## src/rtl/frustum_aabb_cull_unit_macros.svh

```systemverilog
// Assertion helpers used by the cull unit top level.
`ifndef FRUSTUM_AABB_CULL_UNIT_MACROS_SVH
`define FRUSTUM_AABB_CULL_UNIT_MACROS_SVH

`ifndef NO_ASSERTIONS
`define FAC_ASSERT_IMP(label, clk, rst_n, ante, cons) \
    label: assert property (@(posedge clk) disable iff (!rst_n) (ante) |-> (cons)) \
        else $error("%m: implication check failed");
`define FAC_ASSERT_NXT(label, clk, rst_n, ante, cons) \
    label: assert property (@(posedge clk) disable iff (!rst_n) (ante) |=> (cons)) \
        else $error("%m: next-cycle check failed");
`else
`define FAC_ASSERT_IMP(label, clk, rst_n, ante, cons)
`define FAC_ASSERT_NXT(label, clk, rst_n, ante, cons)
`endif

`endif

```

## src/rtl/fac_pkg.sv

```systemverilog
package fac_pkg;

    localparam int NUM_ROWS   = 4;
    localparam int NUM_LANES  = 4;
    localparam int NUM_PLANES = 6;
    localparam int NUM_AXES   = 3;

    // Box coordinates carry this many fraction bits
    localparam int COORD_FRAC = 8;

    // 1.0 in a Q3.12 matrix lane
    localparam int MATRIX_ONE = 4096;

    localparam int DATA_WIDTH    = 64;
    localparam int ROW_IDX_WIDTH = 2;
    localparam int ADDR_WIDTH    = 5;
    localparam int ADDR_LSB      = 3;

    localparam logic [ROW_IDX_WIDTH-1:0] REG_ROW_0 = 2'd0;
    localparam logic [ROW_IDX_WIDTH-1:0] REG_ROW_1 = 2'd1;
    localparam logic [ROW_IDX_WIDTH-1:0] REG_ROW_2 = 2'd2;
    localparam logic [ROW_IDX_WIDTH-1:0] REG_ROW_3 = 2'd3;

    localparam int PL_LEFT   = 0;
    localparam int PL_RIGHT  = 1;
    localparam int PL_BOTTOM = 2;
    localparam int PL_TOP    = 3;
    localparam int PL_NEAR   = 4;
    localparam int PL_FAR    = 5;

    localparam int LANE_W = 3;

    typedef struct packed {
        logic en1;
        logic en2;
        logic en3;
    } pipe_ctrl_t;

endpackage

```

## src/rtl/fac_cfg.sv

```systemverilog
module fac_cfg #(
    parameter int MATRIX_WIDTH = 16
) (
    input  logic                                clk,
    input  logic                                rst_n,
    input  logic                                psel,
    input  logic                                penable,
    input  logic                                pwrite,
    input  logic [fac_pkg::ADDR_WIDTH-1:0]      paddr,
    input  logic [fac_pkg::DATA_WIDTH-1:0]      pwdata,
    output logic [fac_pkg::DATA_WIDTH-1:0]      prdata,
    output logic                                pready,
    output logic signed [MATRIX_WIDTH:0]        plane_reg [fac_pkg::NUM_PLANES]
                                                          [fac_pkg::NUM_LANES]
);

    localparam int LW  = MATRIX_WIDTH;
    localparam int PCW = MATRIX_WIDTH + 1;

    logic [fac_pkg::DATA_WIDTH-1:0]    row_reg [fac_pkg::NUM_ROWS];
    logic [fac_pkg::ROW_IDX_WIDTH-1:0] row_idx;
    logic                              wr_en;
    logic signed [LW-1:0]              lane [fac_pkg::NUM_ROWS][fac_pkg::NUM_LANES];
    logic signed [PCW-1:0]             plane_next [fac_pkg::NUM_PLANES]
                                                  [fac_pkg::NUM_LANES];

    assign pready  = 1'b1;
    assign row_idx = paddr[fac_pkg::ADDR_WIDTH-1:fac_pkg::ADDR_LSB];
    assign wr_en   = psel & penable & pwrite & pready;
    assign prdata  = row_reg[row_idx];

    always_ff @(posedge clk or negedge rst_n)
    begin
        if (!rst_n)
        begin
            for (int r = 0; r < fac_pkg::NUM_ROWS; r++)
            begin
                row_reg[r] <= fac_pkg::DATA_WIDTH'(fac_pkg::MATRIX_ONE) << (LW * r);
            end
        end
        else if (wr_en)
        begin
            row_reg[row_idx] <= pwdata;
        end
    end

    always_comb
    begin
        for (int r = 0; r < fac_pkg::NUM_ROWS; r++)
        begin
            for (int c = 0; c < fac_pkg::NUM_LANES; c++)
            begin
                lane[r][c] = row_reg[r][LW*c +: LW];
            end
        end
        for (int c = 0; c < fac_pkg::NUM_LANES; c++)
        begin
            plane_next[fac_pkg::PL_LEFT][c]   = PCW'(lane[3][c]) + PCW'(lane[0][c]);
            plane_next[fac_pkg::PL_RIGHT][c]  = PCW'(lane[3][c]) - PCW'(lane[0][c]);
            plane_next[fac_pkg::PL_BOTTOM][c] = PCW'(lane[3][c]) + PCW'(lane[1][c]);
            plane_next[fac_pkg::PL_TOP][c]    = PCW'(lane[3][c]) - PCW'(lane[1][c]);
            plane_next[fac_pkg::PL_NEAR][c]   = PCW'(lane[2][c]);
            plane_next[fac_pkg::PL_FAR][c]    = PCW'(lane[3][c]) - PCW'(lane[2][c]);
        end
    end

    // Planes are registered from the matrix rows, so they follow a write in the next cycle
    always_ff @(posedge clk)
    begin
        plane_reg <= plane_next;
    end

endmodule

```

## config.mk

```make
export PLATFORM = sky130hd
export DESIGN_NAME = fac_cfg
export DESIGN_NICKNAME = d
export VERILOG_FILES = /design/src/rtl/frustum_aabb_cull_unit_macros.svh /design/src/rtl/fac_pkg.sv /design/src/rtl/fac_cfg.sv
export SDC_FILE = /design/constraint.sdc
export NUM_CORES = 1
export LEC_CHECK = 0
export ABC_CLOCK_PERIOD_IN_PS = 3100
export BUFFER_PORTS_ARGS = -buffer_cell sky130_fd_sc_hd__buf_2
export CORE_UTILIZATION = 40
export CTS_BUF_LIST = sky130_fd_sc_hd__clkbuf_8 sky130_fd_sc_hd__clkbuf_16
export DETAILED_ROUTE_END_ITERATION = 10
export HOLD_SLACK_MARGIN = 0.15
export PLACE_DENSITY = 0.62
export SETUP_SLACK_MARGIN = 0.1
export SLEW_MARGIN = 0
export SYNTH_ARGS = -nofsm -noshare
export SYNTH_HDL_FRONTEND = slang
export SYNTH_SLANG_ARGS = --single-unit
```

## constraint.sdc

```tcl
create_clock -name clk -period 3.1 [get_ports clk]
set_input_delay 0.31 -clock clk [delete_from_list [all_inputs] [get_ports clk]]
set_output_delay 0.31 -clock clk [all_outputs]
set_load 0.005 [all_outputs]
```

==> summary.txt <==
Clocking
  – Total CTS buffers: 74
  – Max clock buf depth: 3
  – Htree depth: 3
  – Worst skew pair latency: 620 ps
  – CTS tree: done
  – Clock transition at path regs: 60 ps
  – CTS Sinks: 652
  – Post-CTS Repair Setup Buffers: 0
  – Root Driver: clkbuf_16

Worst setup path
  – Worst setup EP type: flop
  – Arrival @ worst endpoint: 3310 ps
  – Crit. Startpoint: lane[16]$_DFFE_PN0P_
  – Worst R2R Start: lane[16]$_DFFE_PN0P_
  – R2R cell count: 10
  – R2R Setup Slk: 300 ps
  – Crit start category: flop
  – Worst endpoint required time: 3600 ps
  – Critical path class: reg2reg
  – Reg2Reg Capture Point: plane_reg[303]$_DFF_P_
  – CP Max Fanout: 5

Yosys
  – Synth unique cells: 85
  – Syn_area_per_cell: 9.88 um2
  – Number of synthesized flops with an enable pin: 0
  – Post-Syn Area: 34400 um2
  – Seq/Total Area, Yosys: 0.417
  – Mapped Nets: 3898
  – Ys async rst share: 0.393
  – Yosys warnings: 0
  – Cells after synthesis: 3484
  – Synth Register Bits: 652
  – Top FF cell, synth: dfxtp_1

STA
  – Worst slew margin: 0.477
  – Final max-slew violation count: 0
  – RSZ-0062 raised after global routing: false
  – Slew at the pin closest to its max-slew limit: 784 ps
  – Final min period: 2800 ps
  – F_max: 0.357 GHz
  – Period utilization: 0.904
  – Clk_skew: 37.9 ps
  – Final setup vio count: 0
  – Final hold violation count: 0
  – Final WS setup: 299 ps
  – Setup tns final: 0 ps

Place
  – GP Congestion: 0.935
  – Port bufs: 542
  – Dpl ws: 248 ps
  – Placed wire-length estimate: 79200 um
  – DP Cell Count: 5067

Routing
  – DR iter-0 viols: 1647
  – 1st-pass router iterations: 5
  – Routed Antenna Nets: 0
  – Vias: 27224
  – Via density: 5.16
  – Final WL: 103000 um
  – DRC: 0
  – Routed WL per cell: 19.5 um

Floorplan
  – Die area: 87200 um2
  – # IOs: 547
  – Initial Util: 0.404
  – Die Width: 295 um
  – Core footprint: 85100 um2
  – # rows: 107
  – Die extent in y: 295 um

Power and ir drop
  – Worst vdd ir: 614 uV
  – Switching power: 16800 uW
  – Seq pwr share: 0.330
  – Static Leakage: 0.0194 uW
  – Internal power: 25900 uW
  – Clk pwr share: 0.218
  – Switching portion of total power: 0.393
  – Combinational cell fraction of total power: 0.452
  – PD cells: 1020 nW/um2

Cells and area
  – Max reg flops: 396
  – P&R area growth vs syn: 21.1%
  – Fin cells: 5271
  – Layout cells sized above 1: 0.233
  – Fill count: 8009
  – Final core utilization: 0.490
  – Final #Nets: 4478

GRT
  – Largest net degree at the start of global routing: 85
  – Gr usage total: 0.228
  – Remaining Overflow, GRT: 0
  – First-pass GRT wire length: 153000 um
  – Initial antenna violation count: 2
  – Vias in the first global route: 26246

Outcome
  – Status: finished clean

Min path
  – Type of the most critical hold path: in2async

Flow run
  – Max-cap violation count: 0
-- critical path, cell delays in order (launching register included) --
cell      delay (ps)
dfrtp_1          400
inv_1            100
ha_1             240
fa_1             420
nor2b_1          220
o31a_1           220
o211ai_1         160
a21oi_1          300
a211oi_2         100
a21oi_1          290
xor2_1           230
-- through the flow --
step	hold WS, ps	total power (uW)	area (um2)
after floorplan	14.4	25700	34400
after global placement	383	33200	38400
after detailed placement	380	33300	38400
after CTS	296	42900	41700
after global routing	346	45500	41700
final	300	42700	41700
-- cell type report --
type                       instances  area [um2]  area share
sequential                       652       14300       0.344
multi-input combinational       2332       18100       0.434
antenna                            1        2.50   0.0000600
tap                             1144        1430      0.0343
inverter                         346        1300      0.0312
clock inverter                    48         444      0.0107
clock buffer                      90        2200      0.0527
timing repair buffer             658        3860      0.0926
-- cells in the final DEF, fill, tap and decap left out, types with 24 or more instances in the layout --
| cell | netlist | routed |
|---|---|---|
| dfrtp_1 | 252 | 251 |
| a21oi_1 | 205 | 205 |
| mux4_2 | 64 | 64 |
| dlygate4sd3_1 | 0 | 65 |
| o21bai_1 | 26 | 26 |
| dfxtp_1 | 396 | 396 |
| nor2b_1 | 49 | 49 |
| nor4_1 | 26 | 26 |
| o21ai_0 | 230 | 229 |
| nand3_1 | 35 | 35 |
| ha_1 | 320 | 320 |
| o21a_1 | 31 | 31 |
| buf_4 | 13 | 45 |
| clkbuf_16 | 0 | 85 |
| nor2_1 | 219 | 218 |
| nor3_1 | 87 | 86 |
| buf_2 | 43 | 539 |
| a31oi_1 | 24 | 24 |
| xnor2_1 | 166 | 166 |
| nand2b_1 | 54 | 54 |
| a21o_1 | 45 | 45 |
| mux2_2 | 137 | 137 |
| nand2_1 | 221 | 221 |
| xor2_1 | 63 | 63 |
| inv_1 | 343 | 351 |
-- worst max-delay path by stage --
stage	endpoint	slack, ps	cells after the start
3_5_place_dp	plane_reg[269]$_DFF_P_	250	10
3_3_place_gp	plane_reg[67]$_DFF_P_	270	9
2_1_floorplan	plane_reg[316]$_DFF_P_	700	9
4_1_cts	plane_reg[67]$_DFF_P_	190	9
5_1_grt	plane_reg[316]$_DFF_P_	110	9
6_report	plane_reg[303]$_DFF_P_	300	10
-- cell families (layout without fill, tap and decap cells) --
family / count (synthesis) / after routing / share of synthesized area
simple gates: 785 / 785 / 0.108
compound gates: 771 / 771 / 0.143
flops: 652 / 652 / 0.417
buf+inv: 500 / 1142 / 0.0580
fa+ha+maj: 340 / 340 / 0.128
xor+xnor: 229 / 229 / 0.0583
mux: 206 / 206 / 0.0882
other cells: 1 / 2 / 0.000109
-- per-layer routing --
metal,GRT usage,part of all wire,vias to the layer above
met4,0.0742,0.030,0
met5,0,0,-
met3,0.0347,0.056,149
met1,0.304,0.44,13055
met2,0.378,0.47,790
li1,-,-,13230
-- power groups by stage --
stage,Sequential [uW],Clock [uW],Combinational (uW)
floorplan,13700,0,12000
global placement,14200,0,19000
detailed placement,14200,0,19000
CTS,14100,9540,19300
global route,14400,9840,21300
finish,14100,9310,19300
-- Yosys cell counts (13+ instances only) --
master | instances | area share
a211oi_1 | 15 | 0.0033
clkbuf_1 | 87 | 0.0095
xor2_1 | 63 | 0.016
dfrtp_1 | 252 | 0.18
dfxtp_1 | 396 | 0.23
o21a_1 | 31 | 0.0068
fa_1 | 20 | 0.012
inv_1 | 343 | 0.037
nor2b_1 | 49 | 0.0089
o31ai_1 | 18 | 0.0039
nor4_1 | 26 | 0.0047
mux2_2 | 137 | 0.045
buf_2 | 43 | 0.0063
o21bai_1 | 26 | 0.0057
nand2b_1 | 54 | 0.0098
nand4_1 | 20 | 0.0036
a31oi_1 | 24 | 0.0044
mux4_2 | 64 | 0.042
a21o_1 | 45 | 0.0098
xnor2_1 | 166 | 0.042
buf_4 | 13 | 0.0028
o21ai_0 | 230 | 0.033
nand3_1 | 35 | 0.0051
a21oi_1 | 205 | 0.030
nor2_1 | 219 | 0.024
nor3_1 | 87 | 0.013
or3_1 | 22 | 0.0040
o211ai_1 | 21 | 0.0046
ha_1 | 320 | 0.12
nand2_1 | 221 | 0.024
-- repair_timing --
action | CTS | global route
endpoints found under the setup margin | 0 | 8
hold endpoints to repair | 331 | 0
resized for setup | 0 | 4
hold buffers | 65 | 0
(Power assumes the default switching activity.)
